<file path="src/hw/rtl/relative_pose_delta_core_defines.svh">
// assertion macros for the relative pose delta core
`ifndef RELATIVE_POSE_DELTA_CORE_DEFINES_SVH
`define RELATIVE_POSE_DELTA_CORE_DEFINES_SVH

// consequent checked in the same cycle as the antecedent
`define RELPD_ASSERT_SAME(lbl, ante, cons, msg) \
    lbl: assert property (@(posedge clk) disable iff (!rst_n) (ante) |-> (cons)) \
        else $error(msg);

// consequent checked in the cycle after the antecedent
`define RELPD_ASSERT_NEXT(lbl, ante, cons, msg) \
    lbl: assert property (@(posedge clk) disable iff (!rst_n) (ante) |=> (cons)) \
        else $error(msg);

`endif

</file>
<file path="src/hw/rtl/relpd_pkg.sv">
// shared widths, codes and the arctangent table for the relative pose delta core
package relpd_pkg;

    localparam int ROW_W        = 2;
    localparam int ROT_W        = 18;
    localparam int TRANS_W      = 32;
    localparam int TIME_W       = 48;
    localparam int DTIME_W      = 49;
    localparam int ANGLE_W      = 19;
    localparam int ANG_FRAC     = 30;
    localparam int CORDIC_STEPS = 30;
    localparam int CORDIC_SHIFT = 24;
    localparam int Z_W          = 36;
    localparam int STEP_W       = 5;

    localparam logic signed [Z_W-1:0] PI_Q30 = 36'sd3373259426;

    // row codes
    localparam logic [ROW_W-1:0] ROW_FIRST  = 2'd0;
    localparam logic [ROW_W-1:0] ROW_SECOND = 2'd1;
    localparam logic [ROW_W-1:0] ROW_LAST   = 2'd2;
    localparam logic [ROW_W-1:0] ROW_NONE   = 2'd3;

    // control of the shared multiply-accumulate unit
    typedef struct packed {
        logic mul_en;
        logic acc_load;
        logic acc_add;
    } mac_ctl_t;

    // arctangent of 2^-i in Q.30
    function automatic logic signed [Z_W-1:0] atan_q30(input logic [STEP_W-1:0] i);
        logic signed [Z_W-1:0] v;
        case (i)
            5'd0:    v = 36'sd843314857;
            5'd1:    v = 36'sd497837829;
            5'd2:    v = 36'sd263043837;
            5'd3:    v = 36'sd133525159;
            5'd4:    v = 36'sd67021687;
            5'd5:    v = 36'sd33543516;
            5'd6:    v = 36'sd16775851;
            5'd7:    v = 36'sd8388437;
            5'd8:    v = 36'sd4194283;
            5'd9:    v = 36'sd2097149;
            5'd10:   v = 36'sd1048576;
            default: v = Z_W'(1) <<< (STEP_W'(ANG_FRAC) - i);
        endcase
        return v;
    endfunction

endpackage

</file>
<file path="src/hw/rtl/relpd_mac.sv">
// shared multiplier with registered product and accumulator
module relpd_mac import relpd_pkg::*; #(
    parameter int A_W   = 21,
    parameter int B_W   = 32,
    parameter int ACC_W = 55
) (
    input  logic                    clk,
    input  mac_ctl_t                ctl,
    input  logic signed [A_W-1:0]   op_a,
    input  logic signed [B_W-1:0]   op_b,
    output logic signed [ACC_W-1:0] acc
);

    localparam int P_W = A_W + B_W;

    logic signed [P_W-1:0]   prod_reg;
    logic signed [ACC_W-1:0] acc_reg;

    // product stage then accumulate stage
    always_ff @(posedge clk)
    begin
        if (ctl.mul_en)
        begin
            prod_reg <= P_W'(op_a) * P_W'(op_b);
        end
        priority if (ctl.acc_load)
        begin
            acc_reg <= ACC_W'(prod_reg);
        end
        else if (ctl.acc_add)
        begin
            acc_reg <= acc_reg + ACC_W'(prod_reg);
        end
        else
        begin
            acc_reg <= acc_reg;
        end
    end

    assign acc = acc_reg;

endmodule

</file>
<file path="config.mk">
export PLATFORM = sky130hd
export DESIGN_NAME = relpd_mac
export DESIGN_NICKNAME = d
export VERILOG_FILES = /design/src/hw/rtl/relative_pose_delta_core_defines.svh /design/src/hw/rtl/relpd_pkg.sv /design/src/hw/rtl/relpd_mac.sv
export SDC_FILE = /design/constraint.sdc
export NUM_CORES = 2
export LEC_CHECK = 0
export BUFFER_PORTS_ARGS = -buffer_cell sky130_fd_sc_hd__buf_2
export CORE_MARGIN = 8
export CORE_UTILIZATION = 60
export CTS_CLUSTER_DIAMETER = 30
export DETAILED_ROUTE_END_ITERATION = 6
export PLACE_DENSITY_LB_ADDON = 0.15
export RECOVER_POWER = 100
export SYNTH_ARGS = -nofsm -noshare
export SYNTH_HDL_FRONTEND = slang
export SYNTH_SLANG_ARGS = --single-unit
</file>
<file path="constraint.sdc">
create_clock -name clk -period 13.8 [get_ports clk]
set_clock_uncertainty 0.2 [all_clocks]
set_input_delay 0 -clock clk [delete_from_list [all_inputs] [get_ports clk]]
set_output_delay 0 -clock clk [all_outputs]
set_load 0.005 [all_outputs]
</file>
Yosys cells after proc, flatten, opt, wreduce, memory -nomap -nowiden
Cells that the tools add are included.
{"block": "classes", "reduce_logical": 1, "bitwise": 0, "eq_ne": 0, "multipliers": 1, "shift": 0, "addsub": 1, "n_lt_le_gt_ge": 0, "mux": 2, "div": 0}
{"cell": "55-bit two-way mux", "n": 2}
{"cell": "55-bit by 53-bit adder with 55-bit output", "n": 1}
{"cell": "21-bit by 32-bit multiplier with 53-bit output", "n": 1}
{"cell": "2-bit nonzero test", "n": 1}
{"block": "word_totals", "register_bits": 108, "latchBits": 0, "mem_count": 0, "ram_bits": 0, "romBits": 0}

Depth between registers and ports, before layout
{"block": "depth", "depth_word": 3, "depth_mapped": 27, "depth_no_buf": 25}

Worst setup path before layout
OpenSTA, ideal clock, no wires.
{"block": "synth_timing", "path_kind": "in2reg", "from": "in op_b[31]", "to": "reg prod_reg[49], data pin", "t_required_ns": 13.337, "t_arrival_ns": 6.275, "path_stages": 26, "n_path_buf": 2, "slack_ns": 7.062, "setup_time_ns": 0.263, "path_cell_list": "clkbuf_1 and2_1 fa_1 inv_1 fa_1 inv_1 fa_1 inv_1 fa_1 inv_1 fa_1 fa_1 inv_1 fa_1 inv_1 ha_1 clkbuf_1 a21o_1 a21o_1 a21o_1 a21o_1 a21o_1 a21oi_1 o41ai_1 a21oi_1 xnor2_1"}
{"block": "synth_between", "elab_chain_len": 1}
{"element": "start: declaration", "line": "relpd_mac.sv:10", "source": "input logic signed [B_W-1:0] op_b,"}
{"element": "21-bit by 32-bit multiplier with 53-bit output", "line": "relpd_mac.sv:24", "source": "prod_reg <= P_W'(op_a) * P_W'(op_b);"}
{"element": "end signal: assignment", "line": "relpd_mac.sv:24"}
{"element": "end: declaration", "line": "relpd_mac.sv:16", "source": "logic signed [P_W-1:0] prod_reg;"}
No other way between the ends.
A chain may end at the register's enable or synchronous reset.

Final worst setup path
{"block": "layout_timing", "from": "in op_a[0]", "to": "reg prod_reg[52], data pin"}
{"block": "layout_between", "elab_chain_len": 1}
{"element": "start: declaration", "line": "relpd_mac.sv:9", "source": "input logic signed [A_W-1:0] op_a,"}
{"element": "21-bit by 32-bit multiplier with 53-bit output", "line": "relpd_mac.sv:24"}
No other way between the ends.

==> run metrics <==
Fillers 4502; final layout net count 4278; Core ar. 51090 um^2; cts repair resizes 0; WL/cell 20.14 um; Max Fclk 0.1229 GHz; CTS Hold Bufs 1; Initial Util 60.48%; Slew Limit Headroom -126.2%; first-pass GRT wire length 132200 um; clock root buffer clkbuf_16; Synth area leader fa_1; Hold Path Cell Cnt 2; sequential-to-total area share from yosys stat 10.50%; Crit path required time 13.70 ns; yosys warns 0; Syn Std Cell Area 30900 um^2; vias in the first global route 25006; routed vias/inst 5.627; EDFF count, synth 108; grt ovf 0; crit path launch type input port; RSZ-0062 raised after global routing false; depth of the worst register-to-register path 12; max cap viols 4; Setup crit start op_a[0]; syn_nets 4324; Die W 242.9 um; Hold Path End prod_reg[0]; failing checks capacitance limit, slew limit; Synth area leaders fa_1 (43%), edfxtp_1 (10%), inv_1 (9.3%); Synth Flop Type edfxtp_1; critical path type input port to flop; DRT Pass-1 Iters 5; Async S/R FF share, synth 0%; CTS Sinks 108; All-Layer GR Usage 28.08%; Die ar. 59020 um^2; Port Buffers 111; outcome finished with violations; RePlAce Congestion 0.9398; Syn Area/Cell 9.059 um^2; area of the multi-input gates 24060 um^2; R2R setup slack 9.42 ns; Cells after Synth 3411; Post-Route Setup TNS 0 ns; antenna violations before repair 2; CTS Buf Count 9; Max Fanout on Critical Path 32; Slew Limit Fails 225; HPWL after DPL 64600 um; Final Hold Viols 0; Worst-path clk slew 0.07 ns; max reg flops 55; terminus of the critical flop-to-flop path acc[52]; Layout area overhead 3.045%; synth unique cells 71; via count 22800; CTS tree done; Die Ht 242.9 um; minimum clock period 8.137 ns; layout cells sized above 1 2.997%; Worst path most repeated cell fa_1; DRT iter0 DRCs 1631; FP Rows 83; io pins 112; largest net degree at the start of global routing 82; WL final 81620 um; Register Area 3243 um^2; Worst Tran Pin Value 3.393 ns; worst skew pair latency 0.37 ns; DRC violations left 0; number of synthesized register bits 108; worst hold path type input port to flop; htree depth 3; critical-path cell list clkbuf_1, nand2_1, inv_1, fa_1, ha_1, inv_1, fa_1, inv_1, fa_1, inv_1, fa_1, inv_1, fa_1, fa_1, ha_1, and4_1, a221oi_1, nand4b_1, o21ai_0, o311ai_0, a31oi_1, o21ai_0, xnor2_1; Yosys top cell area share 43.34%; critical path capture point type flop; CP arrival 8.04 ns; Post-CTS Setup Repair Bufs 0; antenna-violating nets left 0; CP max stage delay 1.15 ns; fin crit share 58.96%; Min-Delay Startpoint op_b[0]; Max clock buf depth 2; Setup-failing EPs final 0; r2r startpoint acc[0]; Critical-path top delay cell clkbuf_1
==> kinds of logic after synthesis <==
family,after synthesis,share of synthesized area (%)
multiplexers,6,0.2025
buffers and inverters,933,11.54
adder cells (fa/ha/maj),856,50.91
AND/OR/NAND/NOR,1011,15.80
flip-flops,108,10.50
AO/OA/AOI/OAI,400,8.301
XOR/XNOR,97,2.749
==> placed cells by master, fill, tap and decap left out, types with 30 or more instances in the layout <==
| cell type | instances |
|---|---|
| o21ai_0 | 103 |
| a21o_1 | 60 |
| fa_1 | 669 |
| xor2_1 | 30 |
| inv_1 | 762 |
| a21oi_1 | 103 |
| buf_2 | 63 |
| ha_1 | 187 |
| edfxtp_1 | 108 |
| nand2_1 | 491 |
| nor2_1 | 84 |
| xnor2_1 | 67 |
| and2_1 | 282 |
| nand2b_1 | 30 |
| clkbuf_1 | 50 |
==> how the worst max path moves through the flow <==
stage,to,slack [ns],depth (start not counted)
finish,prod_reg[52],5.66,23
CTS,prod_reg[52],6.66,24
global route,prod_reg[52],5.26,23
global placement,prod_reg[49],6.37,22
floorplan,prod_reg[49],7.06,26
detailed placement,prod_reg[49],6.26,22
==> cell usage after synthesis (4+ instances only) <==
library cell	instances
nand4_1	26
o21a_1	15
nor2_1	84
a211oi_2	4
fa_1	669
xor2_1	30
a21o_1	60
mux2i_1	4
nor2b_1	12
a21oi_2	4
o21ai_0	96
nand2_1	491
o21bai_1	13
a21oi_1	102
nand3_1	26
or2_2	4
a31oi_1	20
and4_1	4
and3_1	16
buf_6	6
nand2b_1	30
inv_1	762
nor3_1	15
xnor2_1	67
a211oi_1	17
clkbuf_1	155
edfxtp_1	108
ha_1	187
o21ai_1	13
and2_1	284
o31ai_1	8
o211ai_1	11
nor3b_1	5
==> layout make-up <==
cell class	count	share of cell area (%)
multi-input combinational	2370	75.57
sequential	108	10.19
inverter	762	8.983
tap	680	2.672
timing repair buffer	114	1.611
clock buffer	9	0.7073
clock inverter	7	0.2593
antenna	2	0.01572
==> critical path, delay by kind of cell <==
| family | cells | cell delay (ns) |
|---|---|---|
| and+or+nand+nor | 3 | 0.64 |
| AOI/OAI and AO/OA | 5 | 1.73 |
| xor gates and xnor gates | 1 | 0.15 |
| buffers and inverters | 6 | 1.78 |
| adders and majority gates | 8 | 3.71 |
==> routing by layer <==
layer	wire length [um]	global-route usage [%]
met1	34070	37.63
met4	2115	8.022
met3	8207	7.226
met5	0	0
met2	37230	45.03
==> per-stage QoR <==
step | hold WS, ns | setup WS (ns) | instances | utilization, % | instance area [um^2]
finish | 0.1508 | 5.663 | 4052 | 62.32 | 31840
global route | 0.1352 | 5.258 | 4050 | 62.31 | 31840
CTS | 0.1138 | 6.660 | 4050 | 62.50 | 31940
detailed placement | 0.2468 | 6.264 | 4033 | 61.88 | 31620
global placement | 0.2402 | 6.367 | 4033 | 61.88 | 31620
floorplan | -0.08750 | 7.062 | 3411 | - | 30900
Power is not shown: default switching activity piles up to over one toggle a cycle in this logic, so the estimate is an artifact.
