## src/hw/rtl/relative_pose_delta_core_defines.svh

```systemverilog
// assertion macros for the relative pose delta core
`ifndef RELATIVE_POSE_DELTA_CORE_DEFINES_SVH
`define RELATIVE_POSE_DELTA_CORE_DEFINES_SVH

// consequent checked in the same cycle as the antecedent
`define RELPD_ASSERT_SAME(lbl, ante, cons, msg) \
    lbl: assert property (@(posedge clk) disable iff (!rst_n) (ante) |-> (cons)) \
        else $error(msg);

// consequent checked in the cycle after the antecedent
`define RELPD_ASSERT_NEXT(lbl, ante, cons, msg) \
    lbl: assert property (@(posedge clk) disable iff (!rst_n) (ante) |=> (cons)) \
        else $error(msg);

`endif

```

## src/hw/rtl/relpd_pkg.sv

```systemverilog
// shared widths, codes and the arctangent table for the relative pose delta core
package relpd_pkg;

    localparam int ROW_W        = 2;
    localparam int ROT_W        = 18;
    localparam int TRANS_W      = 32;
    localparam int TIME_W       = 48;
    localparam int DTIME_W      = 49;
    localparam int ANGLE_W      = 19;
    localparam int ANG_FRAC     = 30;
    localparam int CORDIC_STEPS = 30;
    localparam int CORDIC_SHIFT = 24;
    localparam int Z_W          = 36;
    localparam int STEP_W       = 5;

    localparam logic signed [Z_W-1:0] PI_Q30 = 36'sd3373259426;

    // row codes
    localparam logic [ROW_W-1:0] ROW_FIRST  = 2'd0;
    localparam logic [ROW_W-1:0] ROW_SECOND = 2'd1;
    localparam logic [ROW_W-1:0] ROW_LAST   = 2'd2;
    localparam logic [ROW_W-1:0] ROW_NONE   = 2'd3;

    // control of the shared multiply-accumulate unit
    typedef struct packed {
        logic mul_en;
        logic acc_load;
        logic acc_add;
    } mac_ctl_t;

    // arctangent of 2^-i in Q.30
    function automatic logic signed [Z_W-1:0] atan_q30(input logic [STEP_W-1:0] i);
        logic signed [Z_W-1:0] v;
        case (i)
            5'd0:    v = 36'sd843314857;
            5'd1:    v = 36'sd497837829;
            5'd2:    v = 36'sd263043837;
            5'd3:    v = 36'sd133525159;
            5'd4:    v = 36'sd67021687;
            5'd5:    v = 36'sd33543516;
            5'd6:    v = 36'sd16775851;
            5'd7:    v = 36'sd8388437;
            5'd8:    v = 36'sd4194283;
            5'd9:    v = 36'sd2097149;
            5'd10:   v = 36'sd1048576;
            default: v = Z_W'(1) <<< (STEP_W'(ANG_FRAC) - i);
        endcase
        return v;
    endfunction

endpackage

```

## src/hw/rtl/relpd_cordic.sv

```systemverilog
// vectoring cordic atan2, one rotation per cycle, rounded and saturated angle
module relpd_cordic import relpd_pkg::*; #(
    parameter int ARG_W     = 22,
    parameter int FRAC_BITS = 16
) (
    input  logic                      clk,
    input  logic                      rst_n,
    input  logic                      start,
    input  logic signed [ARG_W-1:0]   arg_y,
    input  logic signed [ARG_W-1:0]   arg_x,
    output logic signed [ANGLE_W-1:0] angle,
    output logic                      done,
    output logic                      busy
);

    localparam int CW  = ARG_W + CORDIC_SHIFT + 3;
    localparam int RSH = ANG_FRAC - FRAC_BITS;
    localparam logic signed [Z_W-1:0] Z_HALF = Z_W'(1) <<< (RSH - 1);
    localparam logic signed [Z_W-1:0] ANG_HI = Z_W'((1 <<< (ANGLE_W - 1)) - 1);
    localparam logic signed [Z_W-1:0] ANG_LO = Z_W'(-(1 <<< (ANGLE_W - 1)));

    typedef enum logic [1:0] {C_IDLE, C_RUN, C_ROUND} cstate_t;

    cstate_t                   cst_reg;
    logic [STEP_W-1:0]         step_reg;
    logic signed [CW-1:0]      x_reg;
    logic signed [CW-1:0]      y_reg;
    logic signed [Z_W-1:0]     z_reg;
    logic signed [ANGLE_W-1:0] angle_reg;
    logic                      done_reg;

    logic signed [CW-1:0]      xs;
    logic signed [CW-1:0]      ys;
    logic signed [CW-1:0]      dx;
    logic signed [CW-1:0]      dy;
    logic signed [Z_W-1:0]     z_rnd;
    logic                      y_pos;

    // scaled inputs, shifted terms and final rounding
    always_comb
    begin
        xs    = CW'(arg_x) <<< CORDIC_SHIFT;
        ys    = CW'(arg_y) <<< CORDIC_SHIFT;
        dx    = y_reg >>> step_reg;
        dy    = x_reg >>> step_reg;
        y_pos = !y_reg[CW-1] && (y_reg != '0);
        z_rnd = (z_reg + Z_HALF) >>> RSH;
    end

    always_ff @(posedge clk or negedge rst_n)
    begin
        if (!rst_n)
        begin
            cst_reg   <= C_IDLE;
            step_reg  <= '0;
            x_reg     <= '0;
            y_reg     <= '0;
            z_reg     <= '0;
            angle_reg <= '0;
            done_reg  <= 1'b0;
        end
        else
        begin
            done_reg <= 1'b0;
            unique case (cst_reg)
                C_IDLE:
                begin
                    if (start)
                    begin
                        step_reg <= '0;
                        if ((arg_x == '0) && (arg_y == '0))
                        begin
                            angle_reg <= '0;
                            done_reg  <= 1'b1;
                        end
                        else if (arg_x[ARG_W-1])
                        begin
                            // pre-rotate into the right half plane
                            x_reg   <= -xs;
                            y_reg   <= -ys;
                            z_reg   <= arg_y[ARG_W-1] ? -PI_Q30 : PI_Q30;
                            cst_reg <= C_RUN;
                        end
                        else
                        begin
                            x_reg   <= xs;
                            y_reg   <= ys;
                            z_reg   <= '0;
                            cst_reg <= C_RUN;
                        end
                    end
                end
                C_RUN:
                begin
                    if (y_pos)
                    begin
                        x_reg <= x_reg + dx;
                        y_reg <= y_reg - dy;
                        z_reg <= z_reg + atan_q30(step_reg);
                    end
                    else
                    begin
                        x_reg <= x_reg - dx;
                        y_reg <= y_reg + dy;
                        z_reg <= z_reg - atan_q30(step_reg);
                    end
                    step_reg <= step_reg + 1'b1;
                    if (step_reg == STEP_W'(CORDIC_STEPS - 1))
                    begin
                        cst_reg <= C_ROUND;
                    end
                end
                C_ROUND:
                begin
                    priority if (z_rnd > ANG_HI)
                    begin
                        angle_reg <= ANG_HI[ANGLE_W-1:0];
                    end
                    else if (z_rnd < ANG_LO)
                    begin
                        angle_reg <= ANG_LO[ANGLE_W-1:0];
                    end
                    else
                    begin
                        angle_reg <= z_rnd[ANGLE_W-1:0];
                    end
                    done_reg <= 1'b1;
                    cst_reg  <= C_IDLE;
                end
                default:
                begin
                    cst_reg <= C_IDLE;
                end
            endcase
        end
    end

    assign angle = angle_reg;
    assign done  = done_reg;
    assign busy  = cst_reg != C_IDLE;

endmodule

```

## config.mk

```make
export PLATFORM = sky130hd
export DESIGN_NAME = relpd_cordic
export DESIGN_NICKNAME = d
export VERILOG_FILES = /design/src/hw/rtl/relative_pose_delta_core_defines.svh /design/src/hw/rtl/relpd_pkg.sv /design/src/hw/rtl/relpd_cordic.sv
export SDC_FILE = /design/constraint.sdc
export NUM_CORES = 1
export LEC_CHECK = 0
export BUFFER_PORTS_ARGS = -buffer_cell sky130_fd_sc_hd__buf_2
export CAP_MARGIN = 20
export CORE_UTILIZATION = 41
export DETAILED_ROUTE_END_ITERATION = 8
export PLACE_DENSITY = 0.61
export RECOVER_POWER = 25
export SYNTH_ARGS = -nofsm -noshare
export SYNTH_HDL_FRONTEND = slang
export SYNTH_SLANG_ARGS = --single-unit
```

## constraint.sdc

```tcl
create_clock -name clk -period 11.03 [get_ports clk]
set_clock_uncertainty 0.15 [all_clocks]
set_input_delay 0.5515 -clock clk [delete_from_list [all_inputs] [get_ports clk]]
set_output_delay 0.5515 -clock clk [all_outputs]
set_load 0.05 [all_outputs]
```

# Yosys cells after proc, flatten, opt, wreduce, memory -nomap -nowiden

Index checks and enable logic that the tools add are counted.

Word-level logic and storage cells: 90
Input bits: 47
Register bits: 161

Magnitude comparators: 2
Add/sub/neg operators: 11
Reduce and logical (&&, ||, !) cells: 15
Multiplexer cells: 35
Equality and inequality tests: 17
Shift operators: 3

Operators with widths:

| operator               | count |
|---|---|
| $pmux 36 s11           | 1 |
| $mux 49                | 8 |
| $mux 36                | 9 |
| $pmux 49 s2            | 2 |
| $add 49x49->49         | 2 |
| $neg 46->49            | 2 |
| $sshr 49x5->49         | 2 |
| $sub 49x49->49         | 2 |
| $mux 19                | 4 |
| $pmux 36 s2            | 1 |
| $reduce_bool 49->1     | 1 |
| $logic_not 22->1       | 2 |
| $pmux 19 s2            | 1 |
| $add 36x15->36 const B | 1 |
| $add 36x36->36         | 1 |
| $sshl 2x5->36 const A  | 1 |
| $sub 36x36->36         | 1 |
| $gt 22x19->1 const B   | 1 |
| $lt 22x19->1 const B   | 1 |
| $eq 5x3->1 const B     | 4 |
| $eq 5x4->1 const B     | 3 |
| $eq 5x2->1 const B     | 2 |
| $pmux 5 s2             | 1 |
| $reduce_and 3->1       | 3 |
| other kinds (18)       | 27 |

# Depth between registers and ports, before layout

Gate-level depths: netlist of the first run.

Depth after elaboration: 8
Depth in mapped cells: 36

# Worst setup path after synthesis of the first run

No wires, ideal clock.

Path kind: register -> register
From: reg step_reg[4]
To: reg y_reg[47]
Stages on the path, launching flop included: 33
Arrival: 7.659 ns
Setup slack: 3.127 ns
Library setup time: 0.094 ns
Buffers on the path: 11
Cell sequence: dfrtp_1 clkbuf_1 buf_2 clkbuf_1 clkbuf_1 buf_2 buf_2 buf_1 clkbuf_1 buf_1 clkbuf_1 clkbuf_1 nand2b_1 a21oi_1 a21o_1 ha_1 nand2_1 a2bb2oi_1 nor4_1 or3b_4 o21ai_0 xnor2_1 ha_1 a21oi_1 o21ai_0 a221o_1 a221oi_1 o21ai_0 a221oi_1 o21a_1 nor2b_1 o2111a_1 a211oi_1

Word-level cells in the longest chain between the ends: 4

Ends and longest elaborated chain:

| item                                                    | line                                    | RTL |
|---|---|---|
| from (decl)                                             | relpd_cordic.sv:25                      | `logic [STEP_W-1:0] step_reg;` |
| from (signal assigned)                                  | relpd_cordic.sv:107                     | `step_reg <= step_reg + 1'b1;` |
| $sshr 49x5->49 *                                        | relpd_cordic.sv:45                      | `dy = x_reg >>> step_reg;` |
| $add 49x49->49 / $sub 49x49->49 (equally long branches) | relpd_cordic.sv:104, relpd_cordic.sv:98 |  |
| $mux 49 *                                               | relpd_cordic.sv:95                      | `if (y_pos)` |
| $pmux 49 s2 *                                           | relpd_cordic.sv:65                      | `unique case (cst_reg)` |
| to (signal assigned)                                    | relpd_cordic.sv:80                      | `y_reg <= -ys;` |
| to (signal assigned)                                    | relpd_cordic.sv:98                      | `y_reg <= y_reg - dy;` |
| to (signal assigned)                                    | relpd_cordic.sv:104                     | `y_reg <= y_reg + dy;` |
| to (decl)                                               | relpd_cordic.sv:27                      | `logic signed [CW-1:0] y_reg;` |

Mark *: on every way between the ends. The rest lies on a longest branch, timed or not.
A chain may end at the register's enable or synchronous reset.

# Worst setup path after layout of the first run

From: reg step_reg[1]
To: reg x_reg[48]

Word-level cells in the longest chain between the ends: 4

Ends and longest elaborated chain:

| item                                                    | line                                    | RTL |
|---|---|---|
| $sshr 49x5->49 *                                        | relpd_cordic.sv:44                      | `dx = y_reg >>> step_reg;` |
| $sub 49x49->49 / $add 49x49->49 (equally long branches) | relpd_cordic.sv:103, relpd_cordic.sv:97 |  |
| $mux 49 *                                               | relpd_cordic.sv:95                      |  |
| $pmux 49 s2 *                                           | relpd_cordic.sv:65                      |  |
| to (signal assigned)                                    | relpd_cordic.sv:79                      | `x_reg <= -xs;` |
| to (signal assigned)                                    | relpd_cordic.sv:97                      | `x_reg <= x_reg + dx;` |
| to (signal assigned)                                    | relpd_cordic.sv:103                     | `x_reg <= x_reg - dx;` |
| to (decl)                                               | relpd_cordic.sv:26                      | `logic signed [CW-1:0] x_reg;` |

Marked as above.

==> results of run 1 <==
[cells in the mapped netlist (all sizes together) (32+ instances only)]
library cell / number
nor2b: 39
o31ai: 32
a31oi: 41
buf: 87
nand3: 92
a21o: 59
o21ai: 259
nand2: 304
ha: 142
nor2: 239
mux2: 65
clkbuf: 129
mux4: 115
o211ai: 75
xnor2: 142
nand2b: 42
a21oi: 280
dfrtp: 161
mux2i: 89
nor3: 53
xor2: 150
a211oi: 66
inv: 72
[cells in the final DEF, fill, tap and decap left out, types with 12 or more instances in the layout]
| cell type | Yosys | routed |
|---|---|---|
| o21a_1 | 20 | 20 |
| ha_1 | 142 | 142 |
| a22oi_1 | 16 | 16 |
| nor2_1 | 239 | 234 |
| and3_1 | 30 | 30 |
| or3_1 | 22 | 22 |
| nand2_1 | 304 | 304 |
| buf_4 | 4 | 35 |
| o211ai_1 | 74 | 74 |
| o21ai_0 | 253 | 253 |
| o21bai_1 | 29 | 29 |
| o31ai_1 | 31 | 31 |
| clkbuf_16 | 0 | 17 |
| a21oi_1 | 280 | 280 |
| and2_1 | 25 | 25 |
| buf_2 | 31 | 46 |
| or2_2 | 19 | 18 |
| o41ai_1 | 12 | 12 |
| a21o_1 | 59 | 59 |
| mux2i_1 | 89 | 89 |
| clkbuf_1 | 129 | 22 |
| nand3_1 | 92 | 92 |
| dfrtp_1 | 161 | 156 |
| nor4_1 | 26 | 26 |
| xor2_1 | 150 | 150 |
| mux2_2 | 62 | 62 |
| a211oi_1 | 66 | 66 |
| o22ai_1 | 29 | 29 |
| xnor2_1 | 142 | 142 |
| nor2b_1 | 39 | 38 |
| nand2b_1 | 41 | 40 |
| a221o_1 | 14 | 14 |
| a31oi_1 | 41 | 41 |
| o31a_1 | 13 | 13 |
| a221oi_1 | 21 | 21 |
| mux4_2 | 109 | 109 |
| nor3_1 | 52 | 51 |
| inv_1 | 72 | 71 |
| nand4_1 | 29 | 29 |
[per-stage QoR]
stage | cells | setup slack, ns | hold WS [ns]
6_report | 3986 | 2.53 | 0.167
5_1_grt | 3985 | 1.85 | 0.185
4_1_cts | 3985 | 2.56 | 0.135
3_5_place_dp | 3952 | 2.62 | 0.337
3_3_place_gp | 3952 | 2.65 | 0.335
2_1_floorplan | 3227 | 3.13 | 0.106
[layout make-up]
type | instances | area [um2] | area share
timing repair buffer | 105 | 606 | 0.0223
tap | 837 | 1050 | 0.0386
multi-input combinational | 2775 | 20500 | 0.756
sequential | 161 | 4050 | 0.149
inverter | 75 | 282 | 0.0104
antenna | 1 | 2.50 | 0.0000923
clock buffer | 17 | 425 | 0.0157
clock inverter | 15 | 201 | 0.00743
[worst paths after layout]
path                                          from                      end  slack, ns
hold reg to reg              angle[17]$_DFFE_PN0P_    angle[17]$_DFFE_PN0P_       0.36
hold / removal                            arg_y[0]    y_reg[24]$_DFFE_PN0P_       0.17
max in group asynchronous                    rst_n  step_reg[4]$_DFFE_PN0P_       4.72
setup reg to reg           step_reg[1]$_DFFE_PN0P_    x_reg[48]$_DFFE_PN0P_       2.53
setup / recovery           step_reg[1]$_DFFE_PN0P_    x_reg[48]$_DFFE_PN0P_       2.53
min in group asynchronous                    rst_n    x_reg[30]$_DFFE_PN0P_       1.52
[worst max-delay path: stages, from the launching register on]
cell       delay, ns
dfrtp_4         1.02
buf_12          0.54
mux4_1          0.75
mux4_2          0.54
a221oi_1        0.51
and4_1          0.35
and4_1          0.25
nand2_1         0.08
nor2_1          0.51
nor2_1          0.11
xnor2_1         0.16
ha_1            0.36
and3_1          0.23
nand3_1         0.10
a2111oi_0       0.84
o21ai_0         0.34
a211oi_1        0.34
o31a_1          0.31
a21o_1          0.25
a211o_1         0.20
nor3b_1         0.19
mux2i_1         0.11
o211ai_1        0.09
[per-layer routing]
metal / vias up / part of all wire
met2: 1159 / 0.45
met3: 213 / 0.076
met5: - / 0
met1: 12400 / 0.43
met4: 0 / 0.043
li1: 12000 / -
[cells by family after synthesis]
group,Yosys count,share of synthesized area
fa+ha+maj,145,0.0713
simple gates,986,0.186
compound gates,1083,0.272
flops,161,0.156
buf+inv,291,0.0495
xor+xnor,292,0.0993
mux,269,0.165
==> summary.md, run 1 <==
| Metric | Value |
|---|---|
| Post-synth EDFFs | 0 |
| Post-synth net total | 3,419 |
| Area of placed instances | 0.0265 mm2 |
| Fillers | 6,291 |
| Layout cells sized above 1 | 0.112 |
| Final WL | 94.7 mm |
| Tmin final | 8.50 ns |
| Post CTS Setup Buffer Count | 0 |
| Core Footprint | 0.0618 mm2 |
| Yosys top cell area share | 0.156 |
| PostCTS Resize Cnt | 0 |
| Hold Crit Class | primary input to flip-flop |
| Critical Path End Type | flip-flop |
| # Max-Cap Violations | 2 |
| H-tree Lvls | 4 |
| Worst slew pin tran | 3.25 ns |
| Detailed placer's ending HPWL | 70.8 mm |
| Met2 Track Usage GR | 0.461 |
| Finished Cell Area | 0.0271 mm2 |
| Die footprint | 0.0638 mm2 |
| Max clock buf depth | 2 |
| Hold Vio Cnt, Final | 0 |
| GPL Wtd Cong | 0.990 |
| Setup TNS | 0 ns |
| Fmax achieved | 0.118 GHz |
| GRT Overall Usage | 0.295 |
| Unique masters post-synth | 101 |
| # hold bufs at CTS | 1 |
| Met3 GRT Util | 0.0576 |
| Hold Path Cell Cnt | 3 |
| Via Count | 25.9k |
| Initial antenna violation count | 2 |
| Initial core utilization | 0.416 |
| # IOs | 68 |
| Reg clk slew, reported paths | 0.09 ns |
| Vias in the first global route | 24.0k |
| DRT Pass-1 Iters | 6 |
| Row Count | 91 |
| Clock root cell | clkbuf_16 |
| WP data arrival | 8.80 ns |
| Sequential area share after synthesis | 0.156 |
| CTS tree | yes |
| M1 GR Usage | 0.394 |
| Antenna-violating nets left | 0 |
| Top Usage Layer GRT | met2 |
| Crit path kind | flip-flop to flip-flop |
| Worst relative slew slack | -1.17 |
| Fin crit share | 0.771 |
| DRC viols | 0 |
| Vias/cell | 6.49 |
| Max FO, Critical Path | 106 |
| Reg2Reg Depth | 22 |
| Number of CTS-inserted buffers | 17 |
| Final #Nets | 3,327 |
| Post-synthesis area per instance | 7.98 um2 |
| Failing checks | capacitance limit, slew limit |
| Main flop type after synthesis | dfrtp_1 |
| First-pass GRT wire length | 146 mm |
| Area leader, netlist | dfrtp_1 |
| Final Util | 0.438 |
| Slew Limit Fails | 105 |
| Clock sinks | 161 |
| Async SR Flop Fraction | 1.00 |
| Top cells by area, synth | dfrtp_1 16%, mux4_2 9.5%, ha_1 6.9% |
| Post-Syn Instances | 3,227 |
| Largest net degree at the start of global routing | 107 |
| Yosys reg bits | 161 |
| Required @ worst endpoint | 11.33 ns |
| Die W | 253 um |
| Unrepaired setup endpoints after global routing | false |
| Routed wire per std cell | 23.8 um |
| DRT iter0 DRCs | 2,620 |
| Warnings from Yosys | 0 |
| # setup viols final | 0 |
| Total gr overflow | 0 |
| PortBufs | 67 |
| Clock latency on the worst-skew pair | 0.53 ns |
| Die Y | 253 um |
| Mapped Area | 0.0257 mm2 |
| Setup crit start kind | flip-flop |
| Area growth, synth to finish | 5.26% |
| Status | finished with violations |
Power of run 1 is not shown: default switching activity piles up to over one toggle a cycle in this logic, so the estimate is an artifact.
==> run 2, diff against run 1 <==
Clock period 11.03 ns to 8.8 ns, I/O delays scaled along.
==> run 2 against run 1 <==
The run still ends with capacitance limit, slew limit left. Fmax up 6.5%. Non-clock buffer count grew 14. Sequential share of layout area fell by 0.059 points. Clock-buffer cell count unchanged. Cell count is 0.33% higher. Worst hold slack got worse by 0.090 ns. Via count grew 0.61%. Register-to-register slack got worse by 1.7 ns. Wire length increased by 1.6%. Die area did not move. Setup slack worse by 1.7 ns. Flip-flop and latch count did not move.
==> summary.md, run 2 (same netlist as run 1, synthesis figures left out) <==
| Metric | Value |
|---|---|
| Status | finished with violations |
| Failing checks | capacitance limit, slew limit |
| # Max-Cap Violations | 2 |
| Layout Cells excl Fill | 3,999 |
| DRT iter0 DRCs | 2,512 |
| Max FO, Critical Path | 45 |
| Row Count | 91 |
| Layout cells sized above 1 | 0.116 |
| DRC viols | 0 |
| # setup viols final | 0 |
| Die W | 253 um |
| Max clock buf depth | 2 |
| Final #Nets | 3,341 |
| Number of CTS-inserted buffers | 17 |
| CTS tree | yes |
| Clock root cell | clkbuf_16 |
| Worst relative slew slack | -1.08 |
| Hold Slack | 0.0767 ns |
| Tmin final | 7.98 ns |
| GRT Overall Usage | 0.300 |
| Largest net degree at the start of global routing | 128 |
| Setup TNS | 0 ns |
| DRT Pass-1 Iters | 7 |
| First-pass GRT wire length | 148 mm |
| Initial antenna violation count | 1 |
| Hold Crit Class | primary input to flip-flop |
| Setup crit start kind | flip-flop |
| Total gr overflow | 0 |
| Final WL | 96.2 mm |
| Diode count | 0 |
| Initial core utilization | 0.416 |
| Die Y | 253 um |
| Worst slew pin tran | 3.12 ns |
| Unrepaired setup endpoints after global routing | false |
| Die footprint | 0.0638 mm2 |
| Critical Path End Type | flip-flop |
| Vias/cell | 6.51 |
| Antenna-violating nets left | 0 |
| Via Count | 26.0k |
| GPL Wtd Cong | 1.02 |
| Area growth, synth to finish | 5.68% |
| Core Footprint | 0.0618 mm2 |
| Slew Limit Fails | 104 |
| Routed wire per std cell | 24.1 um |
| PortBufs | 67 |
| Detailed placer's ending HPWL | 72.1 mm |
| Reg clk slew, reported paths | 0.08 ns |
| Most frequent cells in the layout | 304 x nand2_1, 280 x a21oi_1, 253 x o21ai_0 |
| H-tree Lvls | 4 |
| Clock latency on the worst-skew pair | 0.52 ns |
| Most common cell after layout, fill and taps aside | nand2_1 |
| Crit path kind | flip-flop to flip-flop |
| Required @ worst endpoint | 9.08 ns |
| Vias in the first global route | 24.2k |
| # IOs | 68 |
| Fmax achieved | 0.125 GHz |
| Cells after DPL | 3,965 |
| Fin crit share | 0.907 |
| WP data arrival | 8.26 ns |
| Hold Vio Cnt, Final | 0 |
| Clock sinks | 161 |
run 2: cell types whose count changed in the layout (fill, tap and decap cells not counted), sizes merged:
cell      before  now
inv           82   81
clkinv         8    7
clkinvlp       0    2
buf           82   95
diode          1    0
clkbuf        39   40
run 2: worst paths after layout:
kind                       cells past startpoint               startpoint  slack (ns)                 endpoint
setup / recovery                              22  step_reg[1]$_DFFE_PN0P_        0.82    x_reg[48]$_DFFE_PN0P_
hold / removal                                 3                 arg_y[0]        0.08    y_reg[24]$_DFFE_PN0P_
setup reg to reg                              22  step_reg[1]$_DFFE_PN0P_        0.82    x_reg[48]$_DFFE_PN0P_
hold reg to reg                                2    angle[18]$_DFFE_PN0P_        0.35    angle[18]$_DFFE_PN0P_
max in group asynchronous                      3                    rst_n        2.66  step_reg[2]$_DFFE_PN0P_
min in group asynchronous                      2                    rst_n        1.36    x_reg[28]$_DFFE_PN0P_
run 2: area by class of cell:
cell class                      count  area [um2]
Clock buffer                       17         425
Fill cell                        6283       34600
Multi-Input combinational cell   2775       20500
Sequential cell                   161        4050
Clock inverter                     15         186
Timing Repair Buffer              119         731
Tap cell                          837        1050
Inverter                           75         282
run 2: metrics by stage:
| step | cell area [um2] | worst slack, ns | utilization |
|---|---|---|---|
| 4_1_cts | 27200 | 0.992 | 0.441 |
| 3_3_place_gp | 26600 | 1.27 | 0.430 |
| 5_1_grt | 27200 | 0.451 | 0.440 |
| 3_5_place_dp | 26600 | 1.03 | 0.431 |
| 2_1_floorplan | 25700 | 0.897 | - |
| 6_report | 27200 | 0.820 | 0.440 |
run 2: worst max-delay path, stage by stage, from the launching register on:
cell and delay (ns):
dfrtp_4 0.88, buf_4 0.40, mux4_1 0.74, mux4_2 0.54
o221ai_1 0.36, a21boi_0 0.27, and3_1 0.21, nand2_1 0.14
nor2_1 0.53, nor2_1 0.11, xnor2_1 0.16, ha_1 0.36
and3_1 0.23, nand3_1 0.12, a2111oi_0 0.78, o21ai_0 0.36
a211oi_1 0.38, o31a_1 0.28, a21o_1 0.25, a211o_1 0.20
nor3b_1 0.20, mux2i_1 0.10, o211ai_1 0.10
run 2: repair_timing:
item	4_1_cts	5_1_grt
hold endpoints to repair	48	0
setup endpoints to repair	0	0
hold buffers	1	0
setup buffers	0	0
gates resized for setup	0	0
run 2: metal layers:
metal | up-vias | track usage | share of wire | wire [um]
li1 | 12100 | - | - | -
met1 | 12600 | 0.399 | 0.42 | 40800
met2 | 1190 | 0.460 | 0.44 | 42400
met3 | 211 | 0.0611 | 0.087 | 8370
met4 | 2 | 0.150 | 0.048 | 4580
met5 | - | 0.00309 | 0.000094 | 9
Power of run 2 is left out for the same reason.
