### src/hw/rtl/relative_pose_delta_core_defines.svh
// assertion macros for the relative pose delta core
`ifndef RELATIVE_POSE_DELTA_CORE_DEFINES_SVH
`define RELATIVE_POSE_DELTA_CORE_DEFINES_SVH

// consequent checked in the same cycle as the antecedent
`define RELPD_ASSERT_SAME(lbl, ante, cons, msg) \
    lbl: assert property (@(posedge clk) disable iff (!rst_n) (ante) |-> (cons)) \
        else $error(msg);

// consequent checked in the cycle after the antecedent
`define RELPD_ASSERT_NEXT(lbl, ante, cons, msg) \
    lbl: assert property (@(posedge clk) disable iff (!rst_n) (ante) |=> (cons)) \
        else $error(msg);

`endif

### src/hw/rtl/relpd_pkg.sv
// shared widths, codes and the arctangent table for the relative pose delta core
package relpd_pkg;

    localparam int ROW_W        = 2;
    localparam int ROT_W        = 18;
    localparam int TRANS_W      = 32;
    localparam int TIME_W       = 48;
    localparam int DTIME_W      = 49;
    localparam int ANGLE_W      = 19;
    localparam int ANG_FRAC     = 30;
    localparam int CORDIC_STEPS = 30;
    localparam int CORDIC_SHIFT = 24;
    localparam int Z_W          = 36;
    localparam int STEP_W       = 5;

    localparam logic signed [Z_W-1:0] PI_Q30 = 36'sd3373259426;

    // row codes
    localparam logic [ROW_W-1:0] ROW_FIRST  = 2'd0;
    localparam logic [ROW_W-1:0] ROW_SECOND = 2'd1;
    localparam logic [ROW_W-1:0] ROW_LAST   = 2'd2;
    localparam logic [ROW_W-1:0] ROW_NONE   = 2'd3;

    // control of the shared multiply-accumulate unit
    typedef struct packed {
        logic mul_en;
        logic acc_load;
        logic acc_add;
    } mac_ctl_t;

    // arctangent of 2^-i in Q.30
    function automatic logic signed [Z_W-1:0] atan_q30(input logic [STEP_W-1:0] i);
        logic signed [Z_W-1:0] v;
        case (i)
            5'd0:    v = 36'sd843314857;
            5'd1:    v = 36'sd497837829;
            5'd2:    v = 36'sd263043837;
            5'd3:    v = 36'sd133525159;
            5'd4:    v = 36'sd67021687;
            5'd5:    v = 36'sd33543516;
            5'd6:    v = 36'sd16775851;
            5'd7:    v = 36'sd8388437;
            5'd8:    v = 36'sd4194283;
            5'd9:    v = 36'sd2097149;
            5'd10:   v = 36'sd1048576;
            default: v = Z_W'(1) <<< (STEP_W'(ANG_FRAC) - i);
        endcase
        return v;
    endfunction

endpackage

### src/hw/rtl/relpd_sqrt.sv
// bit-serial floor square root, one result bit per cycle
module relpd_sqrt import relpd_pkg::*; #(
    parameter int ROOT_W = 21
) (
    input  logic                  clk,
    input  logic                  rst_n,
    input  logic                  start,
    input  logic [2*ROOT_W-1:0]   radicand,
    output logic [ROOT_W-1:0]     root,
    output logic                  done
);

    localparam int RAD_W = 2 * ROOT_W;
    localparam int REM_W = ROOT_W + 3;
    localparam int CNT_W = $clog2(ROOT_W + 1);

    logic [RAD_W-1:0]  rad_reg;
    logic [REM_W-1:0]  rem_reg;
    logic [ROOT_W-1:0] root_reg;
    logic [CNT_W-1:0]  cnt_reg;
    logic              busy_reg;
    logic              done_reg;

    logic [REM_W-1:0]  rem_shift;
    logic [REM_W-1:0]  trial;
    logic              fits;

    // bring in the next two radicand bits and try the next root bit
    always_comb
    begin
        rem_shift = {rem_reg[REM_W-3:0], rad_reg[RAD_W-1 -: 2]};
        trial     = REM_W'({root_reg, 2'b01});
        fits      = rem_shift >= trial;
    end

    always_ff @(posedge clk or negedge rst_n)
    begin
        if (!rst_n)
        begin
            rad_reg  <= '0;
            rem_reg  <= '0;
            root_reg <= '0;
            cnt_reg  <= '0;
            busy_reg <= 1'b0;
            done_reg <= 1'b0;
        end
        else
        begin
            done_reg <= 1'b0;
            if (start)
            begin
                rad_reg  <= radicand;
                rem_reg  <= '0;
                root_reg <= '0;
                cnt_reg  <= CNT_W'(ROOT_W);
                busy_reg <= 1'b1;
            end
            else if (busy_reg)
            begin
                rad_reg <= rad_reg << 2;
                if (fits)
                begin
                    rem_reg  <= rem_shift - trial;
                    root_reg <= {root_reg[ROOT_W-2:0], 1'b1};
                end
                else
                begin
                    rem_reg  <= rem_shift;
                    root_reg <= {root_reg[ROOT_W-2:0], 1'b0};
                end
                cnt_reg <= cnt_reg - 1'b1;
                if (cnt_reg == CNT_W'(1))
                begin
                    busy_reg <= 1'b0;
                    done_reg <= 1'b1;
                end
            end
        end
    end

    assign root = root_reg;
    assign done = done_reg;

endmodule

### config.mk
export PLATFORM = sky130hd
export DESIGN_NAME = relpd_sqrt
export DESIGN_NICKNAME = d
export VERILOG_FILES = /design/src/hw/rtl/relative_pose_delta_core_defines.svh /design/src/hw/rtl/relpd_pkg.sv /design/src/hw/rtl/relpd_sqrt.sv
export SDC_FILE = /design/constraint.sdc
export NUM_CORES = 1
export LEC_CHECK = 0
export ABC_AREA = 1
export BUFFER_PORTS_ARGS = -buffer_cell sky130_fd_sc_hd__buf_2
export CAP_MARGIN = 40
export CORE_AREA = 2 2 135 111
export CTS_CLUSTER_DIAMETER = 80
export CTS_CLUSTER_SIZE = 14
export DETAILED_ROUTE_END_ITERATION = 8
export DIE_AREA = 0 0 137 113
export PLACE_DENSITY = 0.54
export SYNTH_ARGS = -nofsm -noshare
export SYNTH_HDL_FRONTEND = slang
export SYNTH_SLANG_ARGS = --single-unit
export TNS_END_PERCENT = 20
### constraint.sdc
create_clock -name clk -period 2.3 [get_ports clk]
set_clock_uncertainty 0.05 [all_clocks]
set_input_delay 0.23 -clock clk [delete_from_list [all_inputs] [get_ports clk]]
set_output_delay 0.23 -clock clk [all_outputs]
set_load 0.1 [all_outputs]
Yosys cells after proc, flatten, opt, wreduce, memory -nomap -nowiden --
Cells that the tools add are included.
Word-level totals: register bits 92, bits in latches 0, bits in writable memories 0, bits in read-only memories 0, input bits 45, output and inout port bits 22, word-level logic and storage cells 27, memories 0
Cells by class: $add $sub $neg 2, multipliers 0, div/mod/pow operators 0, order comparisons 1, equal/unequal tests 1, shifts and indexed selects 0, mux-type cells 16, bitwise gates (word level) 0, reduce and logical (&&, ||, !) cells 1
Operators by type and width (number):
- $mux W42 | 2
- $mux W22 | 3
- $mux W21 | 2
- $ge A24 B23 Y1 | 1
- $sub A22 B22 Y22 | 1
- $mux W5 | 2
- $mux W1 | 7
- $eq A5 B1 Y1 const B | 1
- $sub A5 B1 Y5 const B | 1
- $reduce_bool A2 Y1 | 1

Longest topological paths before layout --
Gate-level depths: netlist of run 1.
word-level depth 4, mapped depth 15, gate-level depth less buffers 15

Least setup slack after synthesis of run 1 --
OpenSTA, ideal clock, no wires.
path type register -> register, start point register root_reg[18] (netlist: root[18]), end point register rem_reg[0], library setup time 0.118 ns, arrival 2.411 ns, required time 2.132 ns, setup slack -0.279 ns, stages on the path, launching flop included 13, period minus slack after synthesis 2.579 ns, path through dfrtp_1 inv_1 ha_1 inv_2 nor3_4 nand2_2 clkinv_1 nand2_2 nand3_4 buf_8 nand2_1 nand3_1 nand2_1
Between the ends: longest elaborated chain between the ends 4
Ends and longest elaborated chain:
- start, declared | line relpd_sqrt.sv:19 | logic [ROOT_W-1:0] root_reg;
- start signal, assigned | line relpd_sqrt.sv:64 | root_reg <= {root_reg[ROOT_W-2:0], 1'b1};
- start signal, assigned | line relpd_sqrt.sv:69 | root_reg <= {root_reg[ROOT_W-2:0], 1'b0};
- $ge A24 B23 Y1 | line relpd_sqrt.sv:33 | fits = rem_shift >= trial;
- $mux W22 | line relpd_sqrt.sv:61 | if (fits)
- $mux W22 | line relpd_sqrt.sv:58 | else if (busy_reg)
- $mux W22 | line relpd_sqrt.sv:50 | if (start)
- end signal, assigned | line relpd_sqrt.sv:63 | rem_reg <= rem_shift - trial;
- end signal, assigned | line relpd_sqrt.sv:68 | rem_reg <= rem_shift;
- end, declared | line relpd_sqrt.sv:18 | logic [REM_W-1:0] rem_reg;
No other way between the ends. The select of a mux whose other input is x is not followed. A chain may end at the register's enable or synchronous reset.

Final worst setup path of run 1 --
start point register root_reg[11] (netlist: root[11]), end point register rem_reg[9]
Same word-level chain as after synthesis.

==> results of run 1 <==
layer usage:
layer	GRT usage (%)	wire, microns	vias up
met1	31.1	7480	2405
met4	6.12	249	0
li1	-	-	2586
met5	0	0	-
met2	29.8	6220	130
met3	4.39	921	21
cell usage in the layout (no fill, tap or decap), types with 2 or more instances in the layout:
cell type / n
buf_12: 2
dfrtp_2: 21
nand4_1: 19
inv_2: 3
nor2_2: 4
ha_4: 3
inv_1: 124
buf_2: 65
xnor2_1: 5
clkinv_1: 2
ha_1: 19
dfrtp_1: 71
nand2_2: 5
buf_4: 15
ha_2: 3
o21ai_0: 10
o21bai_1: 2
nor3_1: 3
nand3_2: 6
nand3b_1: 5
inv_6: 2
nor2_1: 65
nand2_1: 228
a21oi_1: 34
o22ai_1: 60
nand3_1: 35
nor2_4: 3
clkbuf_16: 9
layout make-up:
class,instances,area [sq um]
clock buffer,10,229
clock inverter,5,38.8
fill,1468,7550
inverter,129,484
multi-input combinational,517,2700
sequential,92,2330
tap,184,230
timing repair buffer,83,488
worst reg2reg max path, stage by stage (launching register included):
cell,delay (ns)
dfrtp_2,0.35
inv_1,0.07
ha_2,0.40
nand2_1,0.15
nor2_4,0.14
nand2_1,0.11
nor2_4,0.15
nand2_4,0.10
nand3_4,0.09
buf_12,0.19
o21ai_0,0.11
nand3_1,0.07
nand2_1,0.05
per-stage QoR:
step / worst slack [ns] / area [sq um] / utilization (%)
after floorplan: 0.0160 / 5590 / -
after global placement: 0.110 / 6170 / 43.9
after detailed placement: 0.128 / 6170 / 43.9
after CTS: 0.106 / 6450 / 45.9
after global routing: 0.000938 / 6500 / 46.3
final: 0.150 / 6500 / 46.3
final timing paths:
check	end	slack, ns	cells past startpoint
max reg2reg	rem_reg[9]$_DFFE_PN0P_	0.15	12
max	rem_reg[9]$_DFFE_PN0P_	0.15	12
min in group asynchronous	done$_DFF_PN0_	0.33	2
min	rad_reg[0]$_DFFE_PN0P_	0.04	3
max in group asynchronous	root[20]$_DFFE_PN0P_	1.11	3
min reg2reg	cnt_reg[4]$_DFFE_PN0P_	0.46	1
repair_timing:
action,in CTS,in global routing
resized for setup,0,7
hold buffers,1,0
buffers inserted,0,0
endpoints found under the setup margin,0,22
endpoints found under the hold margin,31,0
power breakdown:
group	switching, mW	internal [mW]	leakage [nW]	total (mW)
sequential	0.210	1.91	1.09	2.12
combinational	3.17	1.72	2.21	4.89
clock	0.652	0.735	0.129	1.39
cell families (layout without fill, tap and decap cells):
kind of cell | after synthesis | after routing | share of synthesized area, %
AOI/OAI and AO/OA | 109 | 109 | 11.6
xor gates and xnor gates | 6 | 6 | 0.945
adders and majority gates | 25 | 25 | 5.62
buffers and inverters | 156 | 227 | 11.0
and+or+nand+nor | 377 | 377 | 29.5
DFF | 92 | 92 | 41.4
==> impl_metrics.ini, run 1 <==
[outcome]
outcome = complete, no violations

[logic_synthesis]
yosysMostFrequentCell = nand2_1
synth_top_area_share_pct = 41.4
yosysSeqAreaShare_pct = 41.4
syn_nets = 835
syn_inst = 765
ys_top_cells_by_count = 228 x nand2_1, 124 x inv_1, 92 x dfrtp_1
yosysTopAreaCell = dfrtp_1
synth-main-ff-cell = dfrtp_1
yosysUniqueCellTypes = 33
synth-seq-cells = 92
syn_area_sq_mm = 0.00556
syn_avg_cell_area_sq_um = 7.27
async_flop_share_pct = 100
synth_warnings = 0
synth_area_leaders = dfrtp_1 41%, nand2_1 15%, inv_1 8.4%, o22ai_1 6.7%, ha_1 5.6%
synth_edf_count = 0

[layout]
syn_to_final_growth_pct = 16.9
largest_reg_flops = 42
final_nets = 902
drive_above_1_share_pct = 17.7
fin_cells = 1020
antenna_cells = 0

[place]
port_buffers = 66
dp_cells = 1004
gp_congestion = 0.894
hpwl_microns = 10900

[global_route]
grt_pass1_wl_microns = 25100
antenna_found_initial = 0
grt_max_degree = 40
first_global_vias = 4999
grt-ovfl-total = 0
gr-usage-all-layers_pct = 20.7

[floorplanning]
start_util_pct = 39.6
pin_count = 67
die-area_sq_mm = 0.0155
die_y_microns = 113
core_sq_mm = 0.0141
num_rows = 39
die_w_microns = 137

[setup_path]
cp_top_family = simple AND/OR/NAND/NOR gates
critPathMaxFanout = 22
arrival_ns = 2.34
slowest_stage = ha_2
path_buf_inv = 2
crit_start = root[11]$_DFFE_PN0P_
path_cells = inv_1, ha_2, nand2_1, nor2_4, nand2_1, nor2_4, nand2_4, nand3_4, buf_12, o21ai_0, nand3_1, nand2_1
r2r_start = root[11]$_DFFE_PN0P_
max_stage_delay_ns = 0.40
critPathCaptureType = register
startpoint_type = register
critPathKind = register to register
cp.required_ns = 2.49
critPathMostFrequentCell = nand2_1

[detailed_routing]
routed_wl_microns = 14900
vias = 5142
post_drt_wl_per_cell_microns = 14.6
drcViolationCount = 0
first_pass_iters = 5
first_iter_violations = 367
via_per_inst = 5.04
postRouteAntennaNets = 0

[hold_path]
worstHoldPathType = input port to register
min_from = radicand[0]

[timing]
fmax_ghz = 0.465
post-route-period-util_pct = 93.5
hold_viol = 0
fin_tns_setup_ns = 0
whs_ns = 0.0404
period_needed_ns = 2.15
max_slew_margin_pct = 65.7
worstMarginPinSlew_ns = 0.519
setup_viol = 0
rsz0062_at_grt = false
drv_slew = 0

[cts]
cts_buffer_depth = 2
cts.sinks = 92
cts_root_buf = clkbuf_16
cts_buffers = 9
clkTransAtPathRegs_ns = 0.07
cts_max_level = 3
cts_tree = yes
clk_latency_ns = 0.35

[power]
p_leak_nw = 3.44
vdd_drop_max_uv = 664
fin_total_pwr_mw = 8.40
power_per_cell_area_mw_per_mm2 = 1290

[flow_run]
maxCapViolCount = 0
Note: power is estimated with default switching activity, not from simulation.
==> run 2: changes to the inputs <==
--- a/config.mk
+++ b/config.mk
@@ -8,11 +8,11 @@
 export ABC_AREA = 1
 export BUFFER_PORTS_ARGS = -buffer_cell sky130_fd_sc_hd__buf_2
 export CAP_MARGIN = 40
-export CORE_AREA = 2 2 135 111
+export CORE_AREA = 4 4 137 113
 export CTS_CLUSTER_DIAMETER = 80
 export CTS_CLUSTER_SIZE = 14
 export DETAILED_ROUTE_END_ITERATION = 8
-export DIE_AREA = 0 0 137 113
+export DIE_AREA = 0 0 141 117
 export PLACE_DENSITY = 0.54
 export SYNTH_ARGS = -nofsm -noshare
 export SYNTH_HDL_FRONTEND = slang
==> impl_metrics.ini, run 2 (synthesis results as in run 1) <==
[detailed_routing]
vias = 5170
routed_wl_microns = 15100
first_pass_iters = 5
first_iter_violations = 320
drcViolationCount = 0
post_drt_wl_per_cell_microns = 14.8
via_per_inst = 5.06
postRouteAntennaNets = 0

[place]
gp_congestion = 0.922
placedInstanceArea_sq_mm = 0.00616
hpwl_microns = 11200
port_buffers = 66

[setup_path]
critPathKind = register to register
arrival_ns = 2.30
reg2reg_depth = 12
critPathMaxFanout = 12
rrSetupSlack_ns = 0.19
r2r_start = root[18]$_DFFE_PN0P_
cp.required_ns = 2.49
critPathCaptureType = register
crit_start = root[18]$_DFFE_PN0P_
regToRegEndpoint = rem_reg[9]$_DFFE_PN0P_
startpoint_type = register

[floorplanning]
start_util_pct = 39.6
core_sq_mm = 0.0141
die-area_sq_mm = 0.0165
die_w_microns = 141
die_y_microns = 117
num_rows = 39
pin_count = 67

[timing]
fmax_ghz = 0.473
post-route-period-util_pct = 91.9
max_slew_margin_pct = 66.7
setup_viol = 0
rsz0062_at_grt = false
drv_slew = 0
fin_tns_setup_ns = 0
hold_viol = 0
period_needed_ns = 2.11
worstMarginPinSlew_ns = 0.503

[power]
vdd_drop_max_uv = 560
p_leak_nw = 3.44
p_comb_share_pct = 58.0
fin_total_pwr_mw = 8.48
seqPwrFrac_pct = 25.1
pwr-share-clk_pct = 16.8
swShare_pct = 48.2
power_per_cell_area_mw_per_mm2 = 1300
intPower_mw = 4.39
p_sw_mw = 4.09

[cts]
cts_buffers = 9
clkTransAtPathRegs_ns = 0.07
cts_max_level = 3
cts_tree = yes
post-cts-setup-buffer-count = 0
cts.sinks = 92
cts_buffer_depth = 2
clk_latency_ns = 0.35
cts_root_buf = clkbuf_16

[global_route]
gr-usage-all-layers_pct = 19.0
first_global_vias = 4972
antenna_found_initial = 1
grt_max_degree = 64
grt_pass1_wl_microns = 25200
grt-ovfl-total = 0

[layout]
largest_reg_flops = 42
most-common-layout-cells = 228 x nand2_1, 124 x inv_1, 71 x dfrtp_1, 65 x nor2_1, 65 x buf_2
final_common_cell = nand2_1
antenna_cells = 0
syn_to_final_growth_pct = 17.1
fin_area_sq_mm = 0.00651
final_nets = 902
final_util_pct = 46.3
drive_above_1_share_pct = 17.7

[flow_run]
maxCapViolCount = 0

[outcome]
outcome = complete, no violations

[hold_path]
hold_depth = 3
worstHoldPathType = input port to register
whs_endpoint = rad_reg[0]$_DFFE_PN0P_
min_from = radicand[0]
## run 2: repair_timing
action	in CTS	in global routing
gates resized for setup	0	9
endpoints found under the setup margin	0	17
hold buffers	1	0
hold endpoints to repair	29	0
## run 2: worst max-delay path by stage
stage | endpoint | slack, ns | cells past startpoint
global placement | rem_reg[0]$_DFFE_PN0P_ | 0.15 | 12
finish | rem_reg[9]$_DFFE_PN0P_ | 0.19 | 12
detailed placement | rem_reg[9]$_DFFE_PN0P_ | 0.13 | 12
global route | rem_reg[9]$_DFFE_PN0P_ | 0.0005 | 12
floorplan | rem_reg[6]$_DFFE_PN0P_ | 0.02 | 11
CTS | rem_reg[9]$_DFFE_PN0P_ | 0.12 | 12
## run 2: area by class of cell
cell class | count | area [sq um]
clock buffers | 10 | 229
clock inverters | 6 | 53.8
fillers | 1452 | 7540
inverters | 129 | 484
multi-input cells | 517 | 2710
flip-flops and latches | 92 | 2330
well taps | 184 | 230
repair buffers | 83 | 483
## run 2: power by group through the flow
stage | Sequential [mW] | Combinational [mW] | Clock (mW)
global placement | 2.14 | 4.73 | 0
finish | 2.13 | 4.92 | 1.43
detailed placement | 2.14 | 4.77 | 0
global route | 2.16 | 5.58 | 1.54
CTS | 2.12 | 4.78 | 1.48
floorplan | 2.21 | 3.54 | 0
## run 2: critical path: stages (launching register included)
cell and delay [ns]:
dfrtp_2 0.36, inv_1 0.07, ha_1 0.37, inv_2 0.07
nor3_4 0.26, nand2_2 0.12, nor2_4 0.11, nand2_4 0.10
nand3_4 0.11, buf_6 0.16, o21ai_0 0.09, nand3_1 0.07
nand2_1 0.05
## run 2: per-stage QoR
stage	hold slack (ns)	instances	worst slack [ns]
6_report	0.0389	1021	0.186
5_1_grt	0.0376	1021	0.000534
4_1_cts	0.0204	1021	0.125
3_5_place_dp	0.146	1004	0.132
3_3_place_gp	0.137	1004	0.155
2_1_floorplan	-0.116	765	0.0160
## run 2: per-layer routing
metal / wire length [microns] / up-vias / GRT usage, %
met5: 7 / - / 0
met4: 144 / 2 / 4.91
met3: 872 / 12 / 4.96
met2: 6410 / 132 / 28.6
met1: 7650 / 2432 / 27.5
li1: - / 2592 / -
==> run 3: changes to the inputs <==
--- a/config.mk
+++ b/config.mk
@@ -13,7 +13,7 @@
 export CTS_CLUSTER_SIZE = 14
 export DETAILED_ROUTE_END_ITERATION = 8
 export DIE_AREA = 0 0 141 117
-export PLACE_DENSITY = 0.54
+export PLACE_DENSITY = 0.67
 export SYNTH_ARGS = -nofsm -noshare
 export SYNTH_HDL_FRONTEND = slang
 export SYNTH_SLANG_ARGS = --single-unit
==> impl_metrics.ini, run 3 (synthesis results as in run 1) <==
[detailed_routing]
first_iter_violations = 482
postRouteAntennaNets = 0
vias = 5043
drcViolationCount = 0
routed_wl_microns = 14400
first_pass_iters = 7
post_drt_wl_per_cell_microns = 14.1
via_per_inst = 4.93

[timing]
post-route-period-util_pct = 92.4
rsz0062_at_grt = true
whs_ns = 0.0375
fmax_ghz = 0.471
hold_viol = 0
layout_setup_ws_ns = 0.175
drv_slew = 0
max_slew_margin_pct = 66.0
period_needed_ns = 2.12
worstMarginPinSlew_ns = 0.510
setup_viol = 0

[setup_path]
r2r_start = root[18]$_DFFE_PN0P_
arrival_ns = 2.32
startpoint_type = register
critPathCaptureType = register
regToRegEndpoint = rem_reg[17]$_DFFE_PN0P_
cp.required_ns = 2.49
path_cells = inv_1, ha_1, inv_2, nor3_4, nand2_2, nor2_4, nand2_4, nand3_4, buf_4, nand3_1, nand2_1, nand2_1
path_buf_inv = 3
max_stage_delay_ns = 0.37
cp_top_family = simple AND/OR/NAND/NOR gates
critPathMostFrequentCell = nand2_1
rrSetupSlack_ns = 0.18
critPathMaxFanout = 11
reg2reg_depth = 12
critPathKind = register to register
slowest_stage = dfrtp_2

[floorplanning]
die_y_microns = 117
pin_count = 67
num_rows = 39
die-area_sq_mm = 0.0165
core_sq_mm = 0.0141
start_util_pct = 39.6
die_w_microns = 141

[place]
gp_congestion = 0.927
hpwl_microns = 10700
place_ws_ns = 0.156
placedInstanceArea_sq_mm = 0.00621
port_buffers = 66

[cts]
cts_buffers = 9
post-cts-setup-buffer-count = 0
cts.sinks = 92
cts_max_level = 3
clk_latency_ns = 0.36
cts_root_buf = clkbuf_16
clkTransAtPathRegs_ns = 0.08
cts_tree = yes
cts_buffer_depth = 2

[layout]
largest_reg_flops = 42
most-common-layout-cells = 227 x nand2_1, 124 x inv_1, 71 x dfrtp_1, 65 x nor2_1, 65 x buf_2
final_common_cell = nand2_1
final_nets = 904
antenna_cells = 0
syn_to_final_growth_pct = 18.1
fill_cells = 1439
final_util_pct = 46.7
drive_above_1_share_pct = 18.0
fin_area_sq_mm = 0.00657

[global_route]
gr-usage-all-layers_pct = 18.8
grt_max_degree = 44
grt_pass1_wl_microns = 24900
first_global_vias = 4978
antenna_found_initial = 0
grt-ovfl-total = 0

[hold_path]
worstHoldPathType = input port to register
min_from = radicand[0]
whs_endpoint = rad_reg[0]$_DFFE_PN0P_
hold_depth = 3

[flow_run]
maxCapViolCount = 0

[power]
power_per_cell_area_mw_per_mm2 = 1290
fin_total_pwr_mw = 8.46
vdd_drop_max_uv = 700
p_leak_nw = 3.48

[outcome]
outcome = complete, no violations
run 3: cell count changes in the layout (fill, tap and decap cells not counted), moves of 2 or more:
cell / previous run / this run
buf_12: 1 / 4
buf_6: 2 / 0
clkinv_8: 0 / 3
ha_4: 3 / 1
ha_1: 20 / 22
run 3: per-stage QoR:
| stage | setup TNS [ns] | cells |
|---|---|---|
| global placement | 0 | 1006 |
| floorplan | 0 | 765 |
| CTS | 0 | 1023 |
| global route | -0.00751 | 1023 |
| finish | 0 | 1023 |
| detailed placement | 0 | 1006 |
run 3: layer usage:
metal / share of wire (%) / wire (microns) / up-vias / track usage, %
li1: - / - / 2588 / -
met1: 52 / 7530 / 2333 / 27.1
met2: 40 / 5810 / 112 / 28.1
met3: 6.7 / 960 / 10 / 5.61
met4: 0.84 / 121 / 0 / 4.26
met5: 0 / 0 / - / 0
run 3: final cells by class:
cell class	instances	area, sq um	share of cell area [%]
Multi-Input combinational cell	517	2690	40.9
Sequential cell	92	2330	35.4
Timing Repair Buffer	85	528	8.04
Inverter	129	484	7.37
Tap cell	184	230	3.50
Clock buffer	9	225	3.43
Clock inverter	7	86.3	1.31
run 3: timing repair:
action,CTS,global route
hold buffers,1,0
hold endpoints to repair,31,0
endpoints found under the setup margin,0,11
resized for setup,0,7
run 3: worst reg2reg max path, delay by kind of cell (launching register included):
| kind | cells | cell delay (ns) |
|---|---|---|
| simple gates | 8 | 0.87 |
| flops | 1 | 0.37 |
| fa+ha+maj | 1 | 0.37 |
| buf+inv | 3 | 0.36 |
run 3: how the worst max path moves through the flow:
stage	start	endpoint	slack [ns]	cells past startpoint
global placement	root[18]$_DFFE_PN0P_	rem_reg[17]$_DFFE_PN0P_	0.20	12
CTS	root[18]$_DFFE_PN0P_	rem_reg[17]$_DFFE_PN0P_	0.15	12
global route	root[9]$_DFFE_PN0P_	rem_reg[17]$_DFFE_PN0P_	-0.008	14
floorplan	root[17]$_DFFE_PN0P_	rem_reg[6]$_DFFE_PN0P_	0.02	11
detailed placement	root[11]$_DFFE_PN0P_	rem_reg[17]$_DFFE_PN0P_	0.16	12
finish	root[18]$_DFFE_PN0P_	rem_reg[17]$_DFFE_PN0P_	0.18	12
run 3: power breakdown:
| group | total (mW) | internal (mW) | leakage, nW | switching [mW] |
|---|---|---|---|---|
| Combinational | 4.81 | 1.73 | 2.24 | 3.08 |
| Clock | 1.53 | 0.779 | 0.151 | 0.750 |
| Sequential | 2.12 | 1.91 | 1.09 | 0.214 |
